## src/design/tbg_pkg.sv

```systemverilog
package tbg_pkg;

    localparam int unsigned DataWidth = 32;
    localparam int unsigned StepWidth = 16;
    localparam int unsigned CfgIdxWidth = 3;

    localparam logic [2:0] CFG_GRAVITY  = 3'd0;
    localparam logic [2:0] CFG_MASS_A   = 3'd1;
    localparam logic [2:0] CFG_MASS_B   = 3'd2;
    localparam logic [2:0] CFG_CONTACT  = 3'd3;
    localparam logic [2:0] CFG_STEP     = 3'd4;

    localparam logic [1:0] OP_TICK   = 2'd0;
    localparam logic [1:0] OP_LOAD_A = 2'd1;
    localparam logic [1:0] OP_LOAD_B = 2'd2;
    localparam logic [1:0] OP_UNUSED = 2'd3;

    localparam logic [31:0] RST_GRAVITY = 32'd262144000;
    localparam logic [31:0] RST_MASS    = 32'd655360;
    localparam logic [31:0] RST_CONTACT = 32'd1966080;
    localparam logic [15:0] RST_STEP    = 16'd1049;

    typedef struct packed {
        logic [1:0]         opcode;
        logic signed [31:0] load_pos_x;
        logic signed [31:0] load_pos_y;
        logic signed [31:0] load_vel_x;
        logic signed [31:0] load_vel_y;
    } in_word_t;

    typedef struct packed {
        logic signed [31:0] a_pos_x;
        logic signed [31:0] a_pos_y;
        logic signed [31:0] a_vel_x;
        logic signed [31:0] a_vel_y;
        logic signed [31:0] b_pos_x;
        logic signed [31:0] b_pos_y;
        logic signed [31:0] b_vel_x;
        logic signed [31:0] b_vel_y;
        logic               attracted;
    } out_word_t;

    typedef struct packed {
        logic        start;
        logic [63:0] num;
        logic [63:0] den;
        logic [6:0]  steps;
    } div_req_t;

    function automatic logic signed [31:0] sat32(input logic signed [33:0] v);
        if (v > 34'sh0_7FFF_FFFF)
            return 32'sh7FFF_FFFF;
        else if (v < -34'sh0_8000_0000)
            return 32'sh8000_0000;
        return v[31:0];
    endfunction

    function automatic logic [31:0] mag32(input logic signed [31:0] v);
        return v[31] ? 32'(-v) : v;
    endfunction

endpackage

```

## src/design/tbg_sqrt.sv

```systemverilog
module tbg_sqrt
    import tbg_pkg::*;
(
    input  logic        clk,
    input  logic        rst_n,
    input  logic        start,
    input  logic [63:0] rad,
    output logic        busy,
    output logic [31:0] root
);
    logic [63:0] v_reg, v_next;
    logic [63:0] res_reg, res_next;
    logic [63:0] bit_reg, bit_next;
    logic        act_reg, act_next;

    always_comb
    begin
        v_next = v_reg;
        res_next = res_reg;
        bit_next = bit_reg;
        act_next = act_reg;
        if (start)
        begin
            v_next = rad;
            res_next = '0;
            bit_next = 64'h4000_0000_0000_0000;
            act_next = 1'b1;
        end
        else if (act_reg)
        begin
            if (v_reg >= res_reg + bit_reg)
            begin
                v_next = v_reg - (res_reg + bit_reg);
                res_next = (res_reg >> 1) + bit_reg;
            end
            else
                res_next = res_reg >> 1;
            bit_next = bit_reg >> 2;
            if (bit_reg[0])
                act_next = 1'b0;
        end
    end

    always_ff @(posedge clk or negedge rst_n)
    begin
        if (!rst_n)
            act_reg <= 1'b0;
        else
            act_reg <= act_next;
    end

    always_ff @(posedge clk)
    begin
        v_reg <= v_next;
        res_reg <= res_next;
        bit_reg <= bit_next;
    end

    assign busy = act_reg;
    assign root = res_reg[31:0];
endmodule

```

## config.mk

```make
export PLATFORM = sky130hd
export DESIGN_NAME = tbg_sqrt
export DESIGN_NICKNAME = d
export VERILOG_FILES = /design/src/design/tbg_pkg.sv /design/src/design/tbg_sqrt.sv
export SDC_FILE = /design/constraint.sdc
export NUM_CORES = 1
export LEC_CHECK = 0
export ABC_AREA = 1
export BUFFER_PORTS_ARGS = -buffer_cell sky130_fd_sc_hd__clkbuf_2
export CORE_ASPECT_RATIO = 1.1
export CORE_MARGIN = 1
export CORE_UTILIZATION = 60
export CTS_BUF_LIST = sky130_fd_sc_hd__clkbuf_2 sky130_fd_sc_hd__clkbuf_4 sky130_fd_sc_hd__clkbuf_8
export CTS_CLUSTER_SIZE = 25
export DETAILED_ROUTE_END_ITERATION = 7
export HOLD_SLACK_MARGIN = 0.05
export PLACE_DENSITY = 0.78
export SLEW_MARGIN = 40
export SYNTH_ARGS = -nofsm -noshare
export SYNTH_HDL_FRONTEND = slang
export SYNTH_SLANG_ARGS = --single-unit
```

## constraint.sdc

```tcl
create_clock -name clk -period 6 [get_ports clk]
set_input_delay 1.2 -clock clk [delete_from_list [all_inputs] [get_ports clk]]
set_output_delay 1.2 -clock clk [all_outputs]
set_load 0.02 [all_outputs]
```

After elaboration in Yosys (flattened, before gate mapping)
Index checks and enable logic that the tools add are counted.

word-level totals
  logic and storage cells = 18
  memories kept = 0
  RAM bits = 0
  bits in latches = 0
  bits of input ports = 67
  output and inout port bits = 33
  bits in read-only memories = 0
  bits in registers = 161

operators by class
  $lt $le $gt $ge = 1
  $mul = 0
  shifts and indexed selects = 0
  reduce and logical (&&, ||, !) cells = 3
  add/sub/neg operators = 3
  div/mod/pow operators = 0
  eq/ne operators = 0
  bitwise operators = 0
  mux-type cells = 7

operators with widths
  cell                number
  $mux W64            4
  $add A63 B63 Y64    1
  $add A64 B63 Y64    1
  $ge A64 B64 Y1      1
  $sub A64 B64 Y64    1
  $reduce_bool A2 Y1  2
  $mux W1             3
  $reduce_and A2 Y1   1

Depth between registers and ports, before layout
Gate-level depths: netlist of run 1.

  depth after elaboration = 5
  depth in mapped cells = 30
  gate-level depth less buffers = 28

Worst setup path before layout of run 1
No wires, ideal clock.

  path type = reg-to-reg
  start point = register res_reg[4]
  end point = register v_reg[0] (enable)
  data required time = 5.310 ns
  setup time = 0.690 ns
  clock period less this slack = 4.953 ns
  stages on the path, launching flop included = 22
  arrival = 4.263 ns
  path slack = 1.047 ns
  path buffers = 1
  cell sequence = dfxtp_1 -> ha_1 -> nand2_1 -> o21ai_0 -> a21oi_1 -> inv_1 -> a21oi_1 -> o21ai_0 -> a21oi_1 -> xor2_1 -> ha_1 -> nand2_1 -> inv_1 -> nand2_1 -> nand2_1 -> a21oi_1 -> nand2_1 -> a21oi_4 -> nand2_4 -> nand2_2 -> buf_2 -> nand2_1

between the ends
  longest elaborated chain between the ends = 4

ends and longest elaborated chain
  what                          RTL line        text
  from (decl)                   tbg_sqrt.sv:12  logic [63:0] res_reg, res_next;
  from (signal assigned)        tbg_sqrt.sv:55  res_reg <= res_next;
  $add A64 B63 Y64              tbg_sqrt.sv:31  if (v_reg >= res_reg + bit_reg)
  $ge A64 B64 Y1                tbg_sqrt.sv:31
  $reduce_bool A2 Y1 (no line)  --
  $reduce_and A2 Y1 (no line)   --
  to (signal assigned)          tbg_sqrt.sv:54  v_reg <= v_next;
  to (decl)                     tbg_sqrt.sv:11  logic [63:0] v_reg, v_next;

No other way between the ends.
A chain may end at the register's enable or synchronous reset.

Worst setup path after layout of run 1
  start point = register res_reg[22]
  end point = register v_reg[8] (enable)

The elaborated chain is that of the path after synthesis.

==> results of run 1 <==
==> routing by layer <==
metal / share of wire (%) / vias to the layer above / global-route usage, %
li1: - / 11400 / -
met2: 45 / 1487 / 75.0
met1: 37 / 10900 / 54.8
met4: 8.1 / 0 / 33.0
met3: 9.2 / 339 / 6.81
met5: 0 / - / 0
==> kinds of logic (layout without fill, tap and decap cells) <==
family / after synthesis / count (layout) / synth area share (%)
XOR/XNOR: 101 / 101 / 4.36
buffers and inverters: 608 / 635 / 12.8
AND/OR/NAND/NOR: 2111 / 2111 / 43.1
AO/OA/AOI/OAI: 471 / 471 / 12.6
flip-flops: 161 / 161 / 19.1
adder cells (fa/ha/maj): 131 / 131 / 8.11
==> Yosys cell counts, types with 28 or more instances <==
cell	instances	share of area, %
nand2_1	1202	22
inv_1	482	8.9
nor2_1	440	8.1
nand3_1	307	7.6
a21oi_1	216	5.3
o21ai_0	171	4.2
ha_1	130	8.0
dfxtp_1	96	9.5
edfxtp_1	64	9.5
xor2_1	52	2.2
xnor2_1	49	2.1
clkbuf_1	36	0.67
nor3_1	34	0.84
buf_4	33	1.2
nand3b_1	31	1.1
nand4_1	29	0.89
buf_2	28	0.69
==> per-stage QoR <==
stage	power, uW	setup slack [ns]	cells	area, um^2	hold slack, ns
2_1_floorplan	7180	1.05	3583	20300	0.463
3_3_place_gp	8680	0.701	4010	20700	0.501
3_5_place_dp	8850	0.633	4010	20700	0.525
4_1_cts	9740	0.588	4042	21100	0.403
5_1_grt	10800	0.135	4042	21100	0.398
6_report	10000	0.300	4042	21100	0.424
==> worst max-delay path, delay by kind of cell, from the launching register on <==
| family | cells | cell delay (ns) |
|---|---|---|
| compound gates | 3 | 1.17 |
| xor+xnor | 1 | 0.12 |
| fa+ha+maj | 2 | 0.80 |
| buf+inv | 3 | 0.48 |
| flops | 1 | 0.44 |
| simple gates | 14 | 2.25 |
==> cell usage in the layout, fill, tap and decap left out, types with 6 or more instances in the layout <==
cell type  count
inv_1        482
clkbuf_8      18
a21oi_2       10
xor2_1        52
nand3b_1      31
nor3_1        32
clkbuf_2      98
a21o_1        12
ha_1         130
xnor2_1       49
nor4_1         8
a31oi_1       11
nand3_1      307
nand2_2       24
nor2_2         9
or2_2         15
nand2_1     1201
inv_2          6
a21oi_1      216
nand4_1       29
buf_4         15
o21bai_1      23
edfxtp_1      64
o21ai_1       11
o21ai_0      171
nor2_1       440
dfxtp_1       96
==> layout make-up <==
cell class                 instances  area, um^2  share of cell area [%]
clock buffer                      18         248                    1.17
inverter                         488        1830                    8.68
tap                              432         541                    2.56
timing repair buffer             115         634                    3.01
clock inverter                    14         144                   0.682
sequential                       161        3870                    18.3
multi-input combinational       2814       13800                    65.6
==> report_power, final <==
part           internal [uW]  switching [uW]
clock network            354             521
logic                   2310            4750
registers               1650             451
total                   4320            5720
==> worst min path at each step <==
| stage | slack, ns | startpoint | depth (start not counted) | to |
|---|---|---|---|---|
| global placement | 0.50 | res_reg[0] | 2 | res_reg[0] |
| floorplan | 0.46 | res_reg[0] | 2 | res_reg[0] |
| detailed placement | 0.53 | bit_reg[20] | 2 | bit_reg[18] |
| global route | 0.40 | rst_n | 1 | busy |
| CTS | 0.40 | rst_n | 1 | busy |
| finish | 0.42 | rst_n | 1 | busy |
==> key figures, run 1 <==
Run status
  • Outcome: completed

Clocking
  • Clk sinks: 161
  • Clock slew at reported path FFs: 0.12 ns
  • Total CTS buffers: 17
  • Clock Latency Late Sink: 0.54 ns
  • CTS tree: built
  • Clock root buffer: clkbuf_8
  • Post-CTS Setup Inserts: 0
  • CTS resizes: 0
  • CTS H-tree lvls: 4
  • Clock Path Buffers: 2
  • CTS Hold Buffers Added: 0

Floorplanning
  • Die W: 177 um
  • Core area: 0.0333 mm^2
  • Die Y: 195 um
  • Starting density of the core: 61.0%
  • Site Rows: 70
  • Ports: 100
  • Die area: 0.0346 mm^2

STA
  • Setup TNS: 0 ns
  • RSZ-0062 raised after global routing: false
  • Hold Fails Final Rpt: 0
  • Final slew viol count: 0
  • Final setup viols: 0
  • Max_slew headroom: 41.2%
  • Crit share post-route: 95.0%
  • Min Tclk post-route: 5.70 ns
  • Worst slew pin tran: 0.881 ns
  • Fmax: 0.175 GHz
  • Clk_skew: 0.0209 ns

Synthesis
  • Flop and latch count out of synthesis: 161
  • Post-Synthesis Cells: 3583
  • Main synth FF type: dfxtp_1
  • Netlist Area Pre-Place: 0.0203 mm^2
  • Yosys cell types: 56
  • Post-synthesis async set-or-reset flop share: 0.621%
  • Post-Syn Area per Cell: 5.66 um^2
  • Seq/Total Area, Yosys: 19.1%
  • Post-synth EDFFs: 64
  • Yosys warnings: 0
  • Post-Syn Nets: 3781

Global routing
  • Vias in the first global route: 22900
  • Gr ovfl total: 0
  • GRT Util Overall: 46.0%
  • Initial antenna violation count: 0
  • Largest net degree at the start of global routing: 76
  • First-pass GRT wire length: 122 mm

Final layout
  • Area Growth Syn to Fin: 3.98%
  • Nets: 3795
  • Final Util: 63.4%
  • Share of post-route cells with drive strength above 1: 6.15%
  • Fill cells: 3333
  • N_diodes: 0

Routing
  • Vias: 24100
  • Number of antenna-violating nets in the routed design: 0
  • DRC violations left: 0
  • Via/cell ratio: 5.97
  • Initial DRC count: 2903
  • Total Wirelength: 79.2 mm
  • DRT Pass-1 Iters: 6
  • DR WL/cell: 19.6 um

Worst setup path
  • Worst setup path startpoint: res_reg[22]
  • Critical path required time: 6.19 ns
  • Crit path capture type: flop
  • Slowest stage delay, CP: 0.49 ns
  • Reg2reg path depth: 23
  • Worst Path Arrival: 5.89 ns
  • Critical R2R Capture: v_reg[8]
  • Critical path class: reg2reg
  • Slowest-stage cell, CP: o21ai_0
  • Worst Setup Start Kind: flop
  • Flop-to-flop setup slack: 0.30 ns
  • Reg2reg start: res_reg[22]
  • CP max FO: 64
  • Setup crit end: v_reg[8]
  • Cells along the critical path: ha_1 -> nand2_1 -> o21ai_0 -> nand2_1 -> o21ai_0 -> inv_1 -> o21ai_0 -> nand3b_1 -> nand2_1 -> nand2_1 -> xnor2_1 -> ha_1 -> nand2_1 -> nor2_1 -> inv_2 -> nor2_4 -> nand2_2 -> nor3_2 -> nand2_2 -> nand2_4 -> nand2_2 -> nand2_2 -> buf_12
  • Most used cell, CP: nand2_1

Place
  • HPWL Detailed: 62.9 mm
  • IO buf count: 99
  • Gpl congestion: 1.08

Run
  • Maxcap violations: 0

Worst hold path
  • HP Class: in2async

Power
  • P_leak: 0.00982 uW
  • Maximum vdd ir drop: 408 uV
  • Cell Pwr Density: 476 mW/mm^2
No activity file was read; power rests on OpenSTA's default activity.
==> run 2: changes to the inputs <==
BUFFER_PORTS_ARGS = -buffer_cell sky130_fd_sc_hd__buf_2   (was -buffer_cell sky130_fd_sc_hd__clkbuf_2)
==> run 2 against run 1 <==
Total power grew 0.73%. Cell count about the same. Largest power group unchanged. Clock power grew 6.1%. Routed wire length is 0.44% higher. Worst hold slack gained 0.020 ns. Sequential share of layout area about the same. Combinational power about the same. Sequential cell count did not move.
==> key figures, run 2 (synthesis results as in run 1) <==
Worst setup path
  • Cells along the critical path: ha_1 -> nand2_1 -> o21ai_1 -> nor2_1 -> nand2_1 -> o21ai_0 -> o21ai_1 -> nand2_1 -> nand2_1 -> nand3_1 -> nand2_1 -> xor2_1 -> ha_1 -> nand2_1 -> nor2_2 -> nand2_2 -> nor2_1 -> a21oi_4 -> nand2_4 -> nand2_2 -> nand2_2 -> buf_12
  • Critical path class: reg2reg
  • Delay-heaviest family, CP: simple AND/OR/NAND/NOR gates
  • Slowest-stage cell, CP: dfxtp_1
  • CP max FO: 64
  • Most used cell, CP: nand2_1
  • CP bufs+invs: 1
  • Slowest stage delay, CP: 0.66 ns
  • Crit path depth: 22
  • Reg2reg path depth: 22
  • Worst Setup Start Kind: flop
  • Crit path capture type: flop
  • Worst Path Arrival: 5.77 ns
  • Critical path required time: 6.18 ns

STA
  • Clk_skew: 0.0289 ns
  • Crit share post-route: 93.3%
  • Worst slew pin tran: 0.850 ns
  • Hold Fails Final Rpt: 0
  • Max_slew headroom: 42.7%
  • Setup TNS: 0 ns
  • RSZ-0062 raised after global routing: false
  • Min Tclk post-route: 5.60 ns
  • Fmax: 0.179 GHz
  • Final setup viols: 0
  • Final slew viol count: 0

Run
  • Maxcap violations: 0

Final layout
  • Share of post-route cells with drive strength above 1: 6.04%
  • Nets: 3792
  • Area Growth Syn to Fin: 4.08%
  • Most common cell after layout, fill and taps aside: nand2_1
  • N_diodes: 0
  • Fin area: 0.0211 mm^2
  • Reg area: 0.00387 mm^2
  • Most frequent cells in the layout: nand2_1, inv_1, nor2_1
  • Fill cells: 3312
  • Multi-input gate area: 0.0138 mm^2

Global routing
  • Largest net degree at the start of global routing: 96
  • Initial antenna violation count: 0
  • Vias in the first global route: 23000
  • First-pass GRT wire length: 121 mm
  • GRT Util Overall: 45.7%
  • Gr ovfl total: 0

Power
  • Power share of the combinational group: 70.0%
  • Maximum vdd ir drop: 372 uV
  • Clk pwr share: 9.2%
  • Switch Pwr: 5760 uW
  • Sequential power share: 20.8%
  • Switching share of total power: 57.0%
  • P_leak: 0.00982 uW
  • P_int: 4350 uW
  • Cell Pwr Density: 479 mW/mm^2

Clocking
  • CTS resizes: 0
  • Clock root buffer: clkbuf_8
  • Clock Path Buffers: 2
  • Clock Latency Late Sink: 0.53 ns
  • CTS tree: built
  • CTS H-tree lvls: 4
  • Clk sinks: 161
  • Post-CTS Setup Inserts: 0
  • Total CTS buffers: 17
  • CTS Hold Buffers Added: 0
  • Clock slew at reported path FFs: 0.11 ns

Routing
  • DRT Pass-1 Iters: 6
  • DR WL/cell: 19.7 um
  • Number of antenna-violating nets in the routed design: 0
  • DRC violations left: 0
  • Via/cell ratio: 6.00
  • Total Wirelength: 79.6 mm
  • Vias: 24200
  • Initial DRC count: 2954
  • Top sig layer: met4
  • Met3 WL: 7.49 mm
  • M1 WL: 29.4 mm
  • Met2 WL: 35.5 mm

Place
  • IO buf count: 99
  • Gpl congestion: 1.05
  • HPWL Detailed: 62.8 mm
  • Instance area at placement: 0.0207 mm^2

Floorplanning
  • Site Rows: 70
  • Core area: 0.0333 mm^2
  • Die Y: 195 um
  • Die W: 177 um
  • Starting density of the core: 61.0%
  • Die area: 0.0346 mm^2
  • Ports: 100

Worst hold path
  • HP Class: in2async

Run status
  • Outcome: completed
run 2: per-stage QoR:
step           setup WS [ns]  instances  utilization (%)  hold slack (ns)  total power, uW
6_report               0.404       4039             63.5            0.444            10100
5_1_grt                0.261       4039             63.5            0.441            10800
4_1_cts                0.687       4039             63.4            0.436             9810
3_5_place_dp           0.718       4007             62.1            0.532             8860
3_3_place_gp           0.740       4007             62.1            0.492             8660
2_1_floorplan           1.05       3583                -            0.463             7180
run 2: path summary, 6_finish.rpt:
path                             startpoint           to  slack [ns]
worst min-delay path                  rst_n         busy        0.44
worst max-delay path            res_reg[10]    v_reg[16]        0.40
worst min register to register  bit_reg[50]  bit_reg[48]        0.54
max in group asynchronous             rst_n         busy        5.46
worst max register to register  res_reg[10]    v_reg[16]        0.40
min in group clk                bit_reg[50]  bit_reg[48]        0.54
run 2: routing by layer:
metal / vias to the layer above / track usage (%)
met3: 404 / 5.97
met1: 10900 / 54.3
met4: 0 / 35.2
met2: 1554 / 74.1
met5: - / 0
li1: 11400 / -
run 2: layout make-up:
cell class	count	area share, %
repair buffers	112	2.91
inverters	488	8.67
well taps	432	2.56
clock inverters	15	0.954
clock buffers	17	1.11
multi-input cells	2814	65.5
flip-flops and latches	161	18.3
run 2: power by group through the flow:
| stage | sequential [uW] | combinational, uW | clock [uW] |
|---|---|---|---|
| after floorplan | 1870 | 5310 | 0 |
| after global placement | 2070 | 6600 | 0 |
| after detailed placement | 2090 | 6770 | 0 |
| after CTS | 2060 | 6820 | 917 |
| after global routing | 2120 | 7730 | 948 |
| final | 2100 | 7080 | 928 |
