==> src/design/tbg_pkg.sv <==
package tbg_pkg;

    localparam int unsigned DataWidth = 32;
    localparam int unsigned StepWidth = 16;
    localparam int unsigned CfgIdxWidth = 3;

    localparam logic [2:0] CFG_GRAVITY  = 3'd0;
    localparam logic [2:0] CFG_MASS_A   = 3'd1;
    localparam logic [2:0] CFG_MASS_B   = 3'd2;
    localparam logic [2:0] CFG_CONTACT  = 3'd3;
    localparam logic [2:0] CFG_STEP     = 3'd4;

    localparam logic [1:0] OP_TICK   = 2'd0;
    localparam logic [1:0] OP_LOAD_A = 2'd1;
    localparam logic [1:0] OP_LOAD_B = 2'd2;
    localparam logic [1:0] OP_UNUSED = 2'd3;

    localparam logic [31:0] RST_GRAVITY = 32'd262144000;
    localparam logic [31:0] RST_MASS    = 32'd655360;
    localparam logic [31:0] RST_CONTACT = 32'd1966080;
    localparam logic [15:0] RST_STEP    = 16'd1049;

    typedef struct packed {
        logic [1:0]         opcode;
        logic signed [31:0] load_pos_x;
        logic signed [31:0] load_pos_y;
        logic signed [31:0] load_vel_x;
        logic signed [31:0] load_vel_y;
    } in_word_t;

    typedef struct packed {
        logic signed [31:0] a_pos_x;
        logic signed [31:0] a_pos_y;
        logic signed [31:0] a_vel_x;
        logic signed [31:0] a_vel_y;
        logic signed [31:0] b_pos_x;
        logic signed [31:0] b_pos_y;
        logic signed [31:0] b_vel_x;
        logic signed [31:0] b_vel_y;
        logic               attracted;
    } out_word_t;

    typedef struct packed {
        logic        start;
        logic [63:0] num;
        logic [63:0] den;
        logic [6:0]  steps;
    } div_req_t;

    function automatic logic signed [31:0] sat32(input logic signed [33:0] v);
        if (v > 34'sh0_7FFF_FFFF)
            return 32'sh7FFF_FFFF;
        else if (v < -34'sh0_8000_0000)
            return 32'sh8000_0000;
        return v[31:0];
    endfunction

    function automatic logic [31:0] mag32(input logic signed [31:0] v);
        return v[31] ? 32'(-v) : v;
    endfunction

endpackage

==> src/design/tbg_div.sv <==
module tbg_div
    import tbg_pkg::*;
(
    input  logic        clk,
    input  logic        rst_n,
    input  div_req_t    req,
    output logic        busy,
    output logic [63:0] quot,
    output logic        ovf
);
    logic [63:0] q_reg, q_next;
    logic [64:0] r_reg, r_next;
    logic [63:0] n_reg, n_next;
    logic [63:0] d_reg, d_next;
    logic [6:0]  cnt_reg, cnt_next;
    logic        ovf_reg, ovf_next;
    logic [64:0] r_sh;

    always_comb
    begin
        q_next = q_reg;
        r_next = r_reg;
        n_next = n_reg;
        d_next = d_reg;
        cnt_next = cnt_reg;
        ovf_next = ovf_reg;
        r_sh = {r_reg[63:0], n_reg[63]};
        if (req.start)
        begin
            q_next = '0;
            r_next = '0;
            n_next = req.num;
            d_next = req.den;
            cnt_next = req.steps;
            ovf_next = 1'b0;
        end
        else if (cnt_reg != '0)
        begin
            n_next = {n_reg[62:0], 1'b0};
            ovf_next = ovf_reg | q_reg[63];
            if (r_sh >= {1'b0, d_reg})
            begin
                r_next = r_sh - {1'b0, d_reg};
                q_next = {q_reg[62:0], 1'b1};
            end
            else
            begin
                r_next = r_sh;
                q_next = {q_reg[62:0], 1'b0};
            end
            cnt_next = cnt_reg - 7'd1;
        end
    end

    always_ff @(posedge clk or negedge rst_n)
    begin
        if (!rst_n)
            cnt_reg <= '0;
        else
            cnt_reg <= cnt_next;
    end

    always_ff @(posedge clk)
    begin
        q_reg <= q_next;
        r_reg <= r_next;
        n_reg <= n_next;
        d_reg <= d_next;
        ovf_reg <= ovf_next;
    end

    assign busy = (cnt_reg != '0);
    assign quot = q_reg;
    assign ovf = ovf_reg;
endmodule

==> config.mk <==
export PLATFORM = sky130hd
export DESIGN_NAME = tbg_div
export DESIGN_NICKNAME = d
export VERILOG_FILES = /design/src/design/tbg_pkg.sv /design/src/design/tbg_div.sv
export SDC_FILE = /design/constraint.sdc
export NUM_CORES = 1
export LEC_CHECK = 0
export ABC_AREA = 1
export BUFFER_PORTS_ARGS = -buffer_cell sky130_fd_sc_hd__buf_2
export CAP_MARGIN = 20
export CORE_AREA = 3 3 185 187
export CTS_CLUSTER_DIAMETER = 30
export DETAILED_ROUTE_END_ITERATION = 8
export DIE_AREA = 0 0 188 190
export PLACE_DENSITY = 0.79
export SLEW_MARGIN = 20
export SYNTH_ARGS = -nofsm -noshare
export SYNTH_HDL_FRONTEND = slang
export SYNTH_SLANG_ARGS = --single-unit
==> constraint.sdc <==
create_clock -name clk -period 4.95 [get_ports clk]
set_input_delay 0.495 -clock clk [delete_from_list [all_inputs] [get_ports clk]]
set_output_delay 0.495 -clock clk [all_outputs]
set_load 0.02 [all_outputs]
; ---- Yosys cells after proc, flatten, opt, wreduce, memory -nomap -nowiden
; Cells that the tools add are included.
[totals]
word_cells = 18
ff_bits = 264
out_inout_bits = 66
input_bits = 138
[classes]
n_reduce_logical = 2
n_lt_le_gt_ge = 1
n_bitwise = 1
muxes = 6
addsub = 2
[op_table]
columns = op, count
row1 = two-way mux 64 bit, 3
row2 = greater-or-equal comparator 65 x 64 -> 1 bit, 1
row3 = subtractor 64 bit, 1
row4 = two-way mux 7 bit, 2
row5 = nonzero test 7 bit, 1
row6 = subtractor 7 x 1 -> 7 bit (second input constant), 1
row7 = nonzero test 2 bit, 1
row8 = two-way mux 1 bit, 1
row9 = OR 1 bit, 1

; ---- Longest topological paths before layout
; Gate-level depths: netlist of the first run.
[logic_depth]
depth_word = 3
ltp_mapped = 20
mapped_depth_nobuf = 18

; ---- Least setup slack after synthesis of the first run
; OpenSTA, ideal clock, no wires.
[synth_timing]
path_type = register to register
start = register cnt_reg[0]
end = register n_reg[0], enable pin
slack_ps = 1437
synth_period_minus_slack_ps = 3513
arrival_ps = 3059
t_required_ps = 4496
stages_incl_launch_ff = 11
n_path_buf = 1
setup_ps = 454
cell_sequence = dfrtp_1 -> inv_1 -> ha_1 -> nand2_1 -> nor3_1 -> inv_1 -> nor2_1 -> inv_2 -> nor2_4 -> inv_2 -> clkbuf_1
[synth_between]
elab_chain_cells = 2
[synth_lines]
columns = item, line
row1 = from (decl), tbg_div.sv:15  ; logic [6:0] cnt_reg, cnt_next;
row2 = from (signal assigned), tbg_div.sv:60  ; cnt_reg <= cnt_next;
row3 = nonzero test 7 bit, --
row4 = via busy, tbg_div.sv:7  ; output logic busy,
row5 = nonzero test 2 bit (no source line), --
row6 = to (signal assigned), tbg_div.sv:67  ; n_reg <= n_next;
row7 = to (decl), tbg_div.sv:13  ; logic [63:0] n_reg, n_next;
; The timed path passes the listed nets, and every way through them passes these cells.
; A chain may end at the register's enable or synchronous reset.

; ---- Final worst setup path of the first run
[layout_timing]
start = register d_reg[2]
end = register r_reg[60]
[layout_between]
elab_chain_cells = 2
elab_cells_between_ends = 3
cone_classes = add/sub: 1 / order compare: 1 / mux: 1
[layout_lines]
columns = item, line
row1 = from (decl), tbg_div.sv:14  ; logic [63:0] d_reg, d_next;
row2 = from (signal assigned), tbg_div.sv:68  ; d_reg <= d_next;
row3 = subtractor 64 bit / greater-or-equal comparator 65 x 64 -> 1 bit (equally long branches), "tbg_div.sv:43, tbg_div.sv:41"
row4 = two-way mux 64 bit (*), tbg_div.sv:41  ; if (r_sh >= {1'b0, d_reg})
row5 = to (signal assigned), tbg_div.sv:66  ; r_reg <= r_next;
row6 = to (decl), tbg_div.sv:12  ; logic [64:0] r_reg, r_next;
; Every way passes the cells marked *; elsewhere a longest branch is shown, timed or not.

==> results of run 1 <==
layout make-up:
type,count,share of cell area [%]
Multi-Input combinational cell,1588,37.6
Tap cell,442,2.79
Antenna cell,4,0.0505
Clock inverter,40,2.79
Timing Repair Buffer,213,5.59
Sequential cell,264,33.3
Clock buffer,74,8.56
Inverter,491,9.31
worst paths after layout:
check / start / endpoint / slack [ns] / depth (start not counted)
max in group asynchronous: rst_n / cnt_reg[4] / 4.56 / 2
hold reg to reg: r_reg[20] / r_reg[20] / 0.47 / 2
min in group asynchronous: rst_n / cnt_reg[2] / 0.23 / 2
hold / removal: req[19] / d_reg[12] / 0.03 / 1
setup / recovery: d_reg[2] / r_reg[60] / 1.58 / 12
setup reg to reg: d_reg[2] / r_reg[60] / 1.58 / 12
power groups by stage:
stage                     logic, uW  clock network, uW  registers, uW
final                           492               4300           2460
after global routing            552               4470           2470
after CTS                       486               4350           2460
after detailed placement        479                  0           2500
after global placement          471                  0           2490
after floorplan                 310                  0           2490
layer usage:
metal	routed length, um	GRT usage [%]	vias to the layer above
met5	13	0	-
met2	23300	46.7	618
met3	4280	5.88	64
met1	22800	38.2	7193
met4	1390	9.93	2
li1	-	-	7830
timing repair:
| action | in CTS | in global routing |
|---|---|---|
| hold buffers | 1 | 0 |
| endpoints found under the setup margin | 0 | 0 |
| endpoints found under the hold margin | 7 | 0 |
through the flow:
stage / utilization [%] / hold slack, ns / std cells / total power [uW] / setup WS [ns]
CTS: 60.7 / 0.00249 / 3111 / 7300 / 1.56
floorplan: - / 0.199 / 2404 / 2800 / 1.44
detailed placement: 53.8 / 0.339 / 2996 / 2980 / 1.63
global route: 60.7 / 0.0140 / 3112 / 7490 / 1.42
finish: 60.8 / 0.0312 / 3116 / 7250 / 1.58
global placement: 53.8 / 0.337 / 2996 / 2960 / 1.63
cells by family after synthesis:
group,after synthesis
simple gates,1332
compound gates,155
buf+inv,552
xor+xnor,35
fa+ha+maj,66
flops,264
synthesized netlist by cell type (all sizes together):
cell and n:
inv 490, nor2 108, o21ai 29, dfrtp 7, a21o 2, ha 65
nand2 1024, a21boi 1, nand3b 23, xor2 19, nand4 16, a22oi 1
clkinv 1, o21bai 6, nor3 15, xnor2 16, buf 31, clkbuf 30
o211ai 1, edfxtp 128, and2 3, a21oi 49, dfxtp 129, a22o 2
nor4 3, o22ai 63, fa 1, or2 1, o221ai 1, nand3 139
layout by cell type (no fill, tap or decap), types with 16 or more instances in the layout:
master	netlist	final
sky130_fd_sc_hd__xnor2_1	16	16
sky130_fd_sc_hd__o22ai_1	63	63
sky130_fd_sc_hd__nand3_1	138	138
sky130_fd_sc_hd__xor2_1	19	19
sky130_fd_sc_hd__nand3b_1	23	23
sky130_fd_sc_hd__buf_2	18	202
sky130_fd_sc_hd__ha_1	65	65
sky130_fd_sc_hd__a21oi_1	49	49
sky130_fd_sc_hd__o21ai_0	17	17
sky130_fd_sc_hd__dfxtp_1	129	129
sky130_fd_sc_hd__nor2_1	98	97
sky130_fd_sc_hd__nand4_1	16	16
sky130_fd_sc_hd__inv_1	482	480
sky130_fd_sc_hd__nand2_1	1016	1016
sky130_fd_sc_hd__edfxtp_1	128	128
sky130_fd_sc_hd__clkbuf_16	0	62
==> summary.txt, run 1 <==
====================================================================================
Post_cts resized                                                                   0
Final Max Tran Viols                                                               0
Share of Yosys cell area claimed by the top area cell type                     23.7%
Internal Dissipation                                                         5550 uW
Vias after detailed routing                                                    15700
Cell row count                                                                    66
HPWL after DPL                                                               37.9 mm
Wire length of the first global-routing pass                                 81.5 mm
Residual DRC count                                                                 0
Dominant combinational cell family by area after synthesis              simple AND/OR/NAND/NOR gates
Synthesis warning total                                                            0
Total Die Area                                                             35700 um2
Clock group share of total power                                               59.3%
Total area of sequential cells                                              6600 um2
IO Count                                                                         204
Signal arrival time at the worst endpoint                                    3.88 ns
Netlist cell types                                                                41
Number of buffers created by CTS                                                  60
Portion of the post-synthesis area used by sequential elements                 40.7%
Sequence of cells on the critical path                                  inv_1, ha_1, nand2_1, nor4_1, nand3_1, nand2_2, nor2_4, nand2_4, nand2_2, nand2_1, nand2_1, nand2_1
Critical Path Max Stage Delay                                                0.76 ns
Power density over cell area                                              366 nW/um2
Outcome                                                                 finished, final reports clean
Clk slew on worst S/H paths                                                  0.05 ns
Ratio of cells with drive above 1 in the final layout                          13.2%
XOR/XNOR Fraction of Synth Area                                                1.89%
Multi-input gate area                                                       7460 um2
Slew at the pin closest to its max-slew limit                                1.00 ns
Synth-to-Final Area Change                                                     22.3%
Synth Area in Adders                                                           5.14%
Aggregate routed wire length                                                 51.7 mm
Post-Syn Instances                                                              2404
Leading cell types by total area after synthesis                        sky130_fd_sc_hd__edfxtp_1 24%, sky130_fd_sc_hd__nand2_1 24%, sky130_fd_sc_hd__dfxtp_1 16%
Vias/cell                                                                       5.04
Library cell appearing most often on the critical path                  sky130_fd_sc_hd__nand2_1
Clock tree buffer depth                                                            3
Worst-case vdd ir drop                                                    0.000354 V
Largest clock skew in the final design                                     0.0691 ns
Buffers inserted by post-CTS timing repair                                         0
Count of final setup violators                                                     0
Vertical die dimension                                                        190 um
Kind of critical path                                                   flip-flop to flip-flop
Fill cell count                                                                 2983
Clock sink count                                                                 264
Wire per inst                                                                16.6 um
Syn_nets                                                                        2608
Highest clock frequency the design can meet                                  297 MHz
Placement-stage cell area                                                  17500 um2
Remaining max-slew budget at the tightest pin                                  33.0%
Kind of end point of the critical path                                     flip-flop
Max-capacitance violation count                                                    0
Via count of the first global-routing pass                                     15400
Summed area of non-filler cells in the final layout                        19800 um2
Area share of and/or/nand/nor cells after synthesis                            33.4%
# nets final                                                                    2822
Initial Utilization                                                            49.7%
Post-synthesis compound-gate area fraction                                     5.51%
Element type at the critical path start                                    flip-flop
Number of antenna violations at the first check in global routing                  3
Average footprint of a synthesized cell                                     6.74 um2
Width of the die                                                              188 um
Antenna viol nets, final                                                           0
Area of the core                                                           32600 um2
Number of endpoints with negative hold slack in the final report                   0
Fin crit share                                                                 68.1%
Cell family with the largest share of critical-path delay               simple AND/OR/NAND/NOR gates
Logic gate share of total power                                                 6.8%
Depth of the CTS H-tree                                                            2
Clock Latency Late Sink                                                      0.64 ns
Required @ worst endpoint                                                    5.46 ns
Net switching component of the power                                         1700 uW
DR pass1 iterations                                                                6
Number of port buffers                                                           203
Master of the slowest instance on the critical path                     sky130_fd_sc_hd__nor4_1
CTS root buffer                                                         sky130_fd_sc_hd__clkbuf_16
Max Fanout on Critical Path                                                       65
Cell leakage power                                                         0.0108 uW
Largest net degree at the start of global routing                                 92
Clock period minus worst slack                                               3.37 ns
Multiplexer fraction of the synthesized cell area                                 0%
Weighted congestion at the end of routability-driven global placement           1.09
Post-synthesis sequential element count                                          264
Setup repair after global routing missed its margin                            false
Sum Neg Setup Slack                                                             0 ns
Cell area after synthesis                                                  16200 um2
Class of the most critical hold timing path                             input pin to flip-flop
Combined global-route utilization of all metal layers                          28.7%
Number of buffer and inverter instances along the worst setup path                 1
Seq pwr share                                                                  33.9%
Detailed router's first-iteration violation count                               1153
CTS tree                                                                       built
Global route overflow                                                              0
Fraction of power spent switching nets                                         23.5%
Post-synthesis cell type with the largest combined area                 sky130_fd_sc_hd__edfxtp_1
====================================================================================
Note: power is estimated with default switching activity, not from simulation.
==> run 2: changes to the inputs <==
==> constraint.sdc (replaced) <==
create_clock -name clk -period 3.4 [get_ports clk]
set_input_delay 0.34 -clock clk [delete_from_list [all_inputs] [get_ports clk]]
set_output_delay 0.34 -clock clk [all_outputs]
set_load 0.02 [all_outputs]
==> summary.txt, run 2 (same netlist as run 1, synthesis figures left out) <==
====================================================================================
Cell row count                                                                    66
Buffers inserted by post-CTS timing repair                                         0
Fin crit share                                                                 87.1%
Critical R2R Launch                                                        d_reg[40]
Detailed router's first-iteration violation count                               1286
Weighted congestion at the end of routability-driven global placement          0.978
Required @ worst endpoint                                                    3.86 ns
Wire per inst                                                                17.0 um
Via count of the first global-routing pass                                     16200
Clock period minus worst slack                                               2.96 ns
Beginning of the worst hold path                                            req[108]
Met3 track demand over resource                                                7.63%
Number of buffers created by CTS                                                  58
Max Fanout on Critical Path                                                       22
Combined global-route utilization of all metal layers                          30.7%
Post-layout worst setup margin                                              0.440 ns
Clock Latency Late Sink                                                      0.61 ns
Library cell appearing most often on the critical path                  sky130_fd_sc_hd__nand2_1
DR pass1 iterations                                                                6
Launching instance or port of the critical path                            d_reg[40]
Master of the slowest instance on the critical path                     sky130_fd_sc_hd__nor2_4
Vias/cell                                                                       5.07
Remaining max-slew budget at the tightest pin                                  53.0%
Kind of end point of the critical path                                     flip-flop
Kind of critical path                                                   flip-flop to flip-flop
Setup repair after global routing missed its margin                            false
Synth-to-Final Area Change                                                     27.8%
Global route overflow                                                              0
Largest clock skew in the final design                                     0.0476 ns
Fill cell count                                                                 2868
Number of port buffers                                                           203
Top library cells by usage in the layout, fill and taps aside           1016 x sky130_fd_sc_hd__nand2_1, 480 x sky130_fd_sc_hd__inv_1, 202 x sky130_fd_sc_hd__buf_2
Critical Path Max Stage Delay                                                0.37 ns
# nets final                                                                    2936
Worst-case vdd ir drop                                                    0.000497 V
Signal arrival time at the worst endpoint                                    3.42 ns
Vias after detailed routing                                                    16400
GR Layer Usage met2                                                            50.2%
Area of the core                                                           32600 um2
Residual DRC count                                                                 0
Outcome                                                                 finished, final reports clean
Power density over cell area                                              477 nW/um2
Highest clock frequency the design can meet                                  338 MHz
Number of endpoints with negative hold slack in the final report                   0
Pre-CTS worst setup slack                                                   0.516 ns
CTS tree                                                                       built
HPWL after DPL                                                               38.2 mm
Element type at the critical path start                                    flip-flop
Clock sink count                                                                 264
Post_cts resized                                                                   0
CTS Hold Buffers Added                                                           112
Class of the most critical hold timing path                             input pin to flip-flop
Largest net degree at the start of global routing                                137
Cell leakage power                                                         0.0111 uW
Wire length of the first global-routing pass                                 86.5 mm
Vertical die dimension                                                        190 um
Clock tree buffer depth                                                            3
Sum Neg Setup Slack                                                             0 ns
Depth of the CTS H-tree                                                            2
Width of the die                                                              188 um
Grt peak-use layer                                                              met2
CTS root buffer                                                         sky130_fd_sc_hd__clkbuf_16
Most common cell after layout, fill and taps aside                      sky130_fd_sc_hd__nand2_1
Slew at the pin closest to its max-slew limit                               0.705 ns
Final Max Tran Viols                                                               0
Aggregate routed wire length                                                 54.9 mm
Max-capacitance violation count                                                    0
GR Util met1                                                                   39.1%
Summed area of non-filler cells in the final layout                        20700 um2
Final Hold Slack                                                           0.0274 ns
Number of antenna violations at the first check in global routing                  1
Sequence of cells on the critical path                                  inv_1, ha_1, nand2_1, inv_1, a21oi_1, nand2_1, nand2_1, nand2_1, nand2_1, nand2_1, nor2_4, buf_4, nand3_1, nand2_1, inv_1, nand2_1, nand2_1
IO Count                                                                         204
Placement-stage cell area                                                  17600 um2
Initial Utilization                                                            49.7%
Ratio of cells with drive above 1 in the final layout                          12.4%
Antenna viol nets, final                                                           0
Total Die Area                                                             35700 um2
Count of final setup violators                                                     0
Clk slew on worst S/H paths                                                  0.06 ns
====================================================================================
## run 2: cell count changes in the layout (fill, tap and decap cells not counted), moves of 4 or more
cell / delta
sky130_fd_sc_hd__dlygate4sd3_1: +111
sky130_fd_sc_hd__inv_8: +4
sky130_fd_sc_hd__inv_6: +4
sky130_fd_sc_hd__bufinv_16: -9
sky130_fd_sc_hd__buf_12: +4
sky130_fd_sc_hd__clkbuf_1: +9
## run 2: cell type report
type	instances	area, um2	area share [%]
clock inverters	32	314	1.52
flip-flops and latches	264	6600	31.9
repair buffers	329	2330	11.2
diodes	1	2.50	0.0121
well taps	442	553	2.67
clock buffers	77	1610	7.79
multi-input cells	1588	7460	36.0
inverters	491	1850	8.91
## run 2: stage by stage
stage | cells | total power, uW | utilization, %
final | 3224 | 9870 | 63.5
after global routing | 3223 | 10200 | 63.5
after CTS | 3222 | 9840 | 63.4
after detailed placement | 3001 | 4340 | 54.1
after global placement | 3000 | 4320 | 54.0
after floorplan | 2404 | 4070 | -
## run 2: final timing paths
path                                    to  slack (ns)  cells after the start
worst max-delay path             r_reg[51]        0.44                     17
worst min-delay path             n_reg[37]        0.03                      3
worst max register to register   r_reg[51]        0.44                     17
worst min register to register   r_reg[46]        0.47                      2
max in group asynchronous       cnt_reg[5]        3.12                      2
min in group asynchronous       cnt_reg[2]        0.11                      2
## run 2: per-layer routing
metal	vias up	share of wire (%)	wire length [um]
met5	-	0.022	12
met4	2	3.5	1900
met3	101	9.5	5240
met2	767	45	24900
met1	7422	42	22900
li1	8059	-	-
## run 2: power by group
group	internal, uW	switching (uW)
Sequential	3530	66.0
Combinational	333	513
Clock	3470	1970
Total	7330	2550
## run 2: critical path, delay by kind of cell, from the launching register on
| kind | cells | cell delay (ns) |
|---|---|---|
| AND/OR/NAND/NOR | 11 | 1.36 |
| flip-flops | 1 | 0.32 |
| AO/OA/AOI/OAI | 1 | 0.28 |
| adder cells (fa/ha/maj) | 1 | 0.34 |
| buffers and inverters | 4 | 0.51 |
==> run 3: changes to the inputs <==
--- a/config.mk
+++ b/config.mk
@@ -8,10 +8,10 @@
 export ABC_AREA = 1
 export BUFFER_PORTS_ARGS = -buffer_cell sky130_fd_sc_hd__buf_2
 export CAP_MARGIN = 20
-export CORE_AREA = 3 3 185 187
+export CORE_AREA = 2 2 184 186
 export CTS_CLUSTER_DIAMETER = 30
 export DETAILED_ROUTE_END_ITERATION = 8
-export DIE_AREA = 0 0 188 190
+export DIE_AREA = 0 0 186 188
 export PLACE_DENSITY = 0.79
 export SLEW_MARGIN = 20
 export SYNTH_ARGS = -nofsm -noshare
==> summary.txt, run 3 (same netlist as run 1, synthesis figures left out) <==
====================================================================================
DR pass1 iterations                                                                6
Weighted congestion at the end of routability-driven global placement          0.994
Synth-to-Final Area Change                                                     26.5%
Clock tree buffer depth                                                            3
Kind of critical path                                                   flip-flop to flip-flop
Number of port buffers                                                           203
Clk slew on worst S/H paths                                                  0.05 ns
Antenna viol nets, final                                                           0
Number of buffers created by CTS                                                  66
Required @ worst endpoint                                                    3.85 ns
Cell family with the largest share of critical-path delay               simple AND/OR/NAND/NOR gates
Vias after detailed routing                                                    16000
Sequence of cells on the critical path                                  inv_1, ha_1, a21oi_1, inv_1, a21oi_1, nand2_1, a21oi_1, nand2_1, nor2_4, buf_4, nand3b_1, nand3_1, nand2_1
Kind of end point of the critical path                                     flip-flop
Cell leakage power                                                         0.0111 uW
Largest net degree at the start of global routing                                137
Outcome                                                                 finished, final reports clean
Post-layout worst setup margin                                              0.342 ns
Clock group share of total power                                               57.9%
Logic gate share of total power                                                 7.6%
Count of final setup violators                                                     0
CTS root buffer                                                         sky130_fd_sc_hd__clkbuf_16
Ratio of cells with drive above 1 in the final layout                          12.9%
Pre-CTS worst setup slack                                                   0.429 ns
# nets final                                                                    2903
Placement-stage cell area                                                  17600 um2
Worst Hold Path Cells                                                              3
Area of the core                                                           33100 um2
Beginning of the worst hold path                                             req[71]
Wire per inst                                                                16.5 um
Grt peak-use layer                                                              met2
Detailed router's first-iteration violation count                               1100
Critical Path Max Stage Delay                                                0.42 ns
Crit Reg-Reg Endpoint                                                      r_reg[31]
Seq pwr share                                                                  34.5%
Capture endpoint of the worst hold path                                     n_reg[0]
Slew at the pin closest to its max-slew limit                               0.859 ns
Master of the slowest instance on the critical path                     sky130_fd_sc_hd__buf_4
Net switching component of the power                                         2540 uW
Internal Dissipation                                                         7870 uW
Met3 track demand over resource                                                8.16%
CTS tree                                                                       built
Number of antenna violations at the first check in global routing                  2
Worst-case vdd ir drop                                                    0.000494 V
Vias/cell                                                                       4.99
Summed area of non-filler cells in the final layout                        20500 um2
Max-capacitance violation count                                                    0
Remaining max-slew budget at the tightest pin                                  42.7%
GR Layer Usage met2                                                            49.4%
Fin crit share                                                                 89.9%
Top library cells by usage in the layout, fill and taps aside           1016 x sky130_fd_sc_hd__nand2_1, 480 x sky130_fd_sc_hd__inv_1, 202 x sky130_fd_sc_hd__buf_2
Wire length of the first global-routing pass                                 82.6 mm
Clock Latency Late Sink                                                      0.57 ns
Number of buffer and inverter instances along the worst setup path                 3
Residual DRC count                                                                 0
Cell row count                                                                    67
Aggregate routed wire length                                                 52.6 mm
GR Util met1                                                                   38.8%
Combined global-route utilization of all metal layers                          30.6%
Total Die Area                                                             35000 um2
Clock period minus worst slack                                               3.06 ns
Final Max Tran Viols                                                               0
HPWL after DPL                                                               38.1 mm
Clock sink count                                                                 264
Max Fanout on Critical Path                                                       34
Fill cell count                                                                 2938
Power density over cell area                                              507 nW/um2
Most common cell after layout, fill and taps aside                      sky130_fd_sc_hd__nand2_1
Depth of the CTS H-tree                                                            3
Reg2reg setup slack                                                          0.34 ns
Setup repair after global routing missed its margin                            false
Element type at the critical path start                                    flip-flop
Initial Utilization                                                            49.0%
Global route overflow                                                              0
Buffers inserted by post-CTS timing repair                                         0
Vertical die dimension                                                        188 um
IO Count                                                                         204
Sum Neg Setup Slack                                                             0 ns
Signal arrival time at the worst endpoint                                    3.51 ns
Via count of the first global-routing pass                                     16100
Width of the die                                                              186 um
Highest clock frequency the design can meet                                  327 MHz
Number of endpoints with negative hold slack in the final report                   0
Critical R2R Launch                                                        d_reg[56]
Fraction of power spent switching nets                                         24.4%
Largest clock skew in the final design                                     0.0304 ns
Class of the most critical hold timing path                             input pin to flip-flop
Length in cells of the worst reg-to-reg path                                      13
====================================================================================
run 3: changes by cell type in the layout (fill, tap and decap cells not counted), sizes merged:
cell         before  now
clkinvlp          3    5
bufinv            1    3
inv             502  494
clkinv           17   24
buf             217  216
diode             1    2
clkbuf           77   83
dlygate4sd3     112   72
run 3: worst max-delay path by stage:
stage / from / to / depth (start not counted)
after global placement: d_reg[56] / r_reg[31] / 13
after detailed placement: d_reg[56] / r_reg[31] / 13
after CTS: d_reg[56] / r_reg[31] / 13
final: d_reg[56] / r_reg[31] / 13
after floorplan: cnt_reg[0] / n_reg[0] / 10
after global routing: d_reg[56] / r_reg[31] / 13
run 3: layer usage:
layer | vias up | routed length, um
li1 | 7986 | -
met1 | 7247 | 22300
met2 | 631 | 24100
met3 | 100 | 4630
met4 | 0 | 1640
met5 | - | 0
run 3: worst min-delay path: cells and delay by family:
family / cells / cell delay, ns
AND/OR/NAND/NOR: 1 / 0.05
buffers and inverters: 2 / 0.12
run 3: power by group through the flow:
stage	clock, uW	sequential, uW	combinational, uW
after floorplan	0	3620	452
after global placement	0	3630	691
after detailed placement	0	3640	701
after CTS	6090	3590	777
after global routing	6260	3600	881
final	6030	3590	793
run 3: final cells by class:
type                    instances  area [um2]  share of cell area [%]
multi-input cells            1588        7460                    36.4
flip-flops and latches        264        6600                    32.2
repair buffers                288        1870                    9.14
inverters                     491        1850                    9.01
clock buffers                  83        1830                    8.91
well taps                     448         561                    2.73
clock inverters                35         340                    1.66
diodes                          2        5.00                  0.0244
run 3: what timing repair did:
item / CTS / global route
hold buffers: 72 / 0
resized for setup: 0 / 0
hold endpoints to repair: 78 / 0
endpoints found under the setup margin: 0 / 0
run 3: per-stage QoR:
stage / hold WS [ns] / std cells / util [%] / total power (uW)
final: 0.0419 / 3199 / 62.0 / 10400
after floorplan: 0.0444 / 2404 / - / 4070
after global placement: 0.182 / 3007 / 53.2 / 4320
after global routing: 0.0369 / 3198 / 61.9 / 10700
after CTS: 0.0177 / 3197 / 61.9 / 10400
after detailed placement: 0.181 / 3007 / 53.2 / 4340
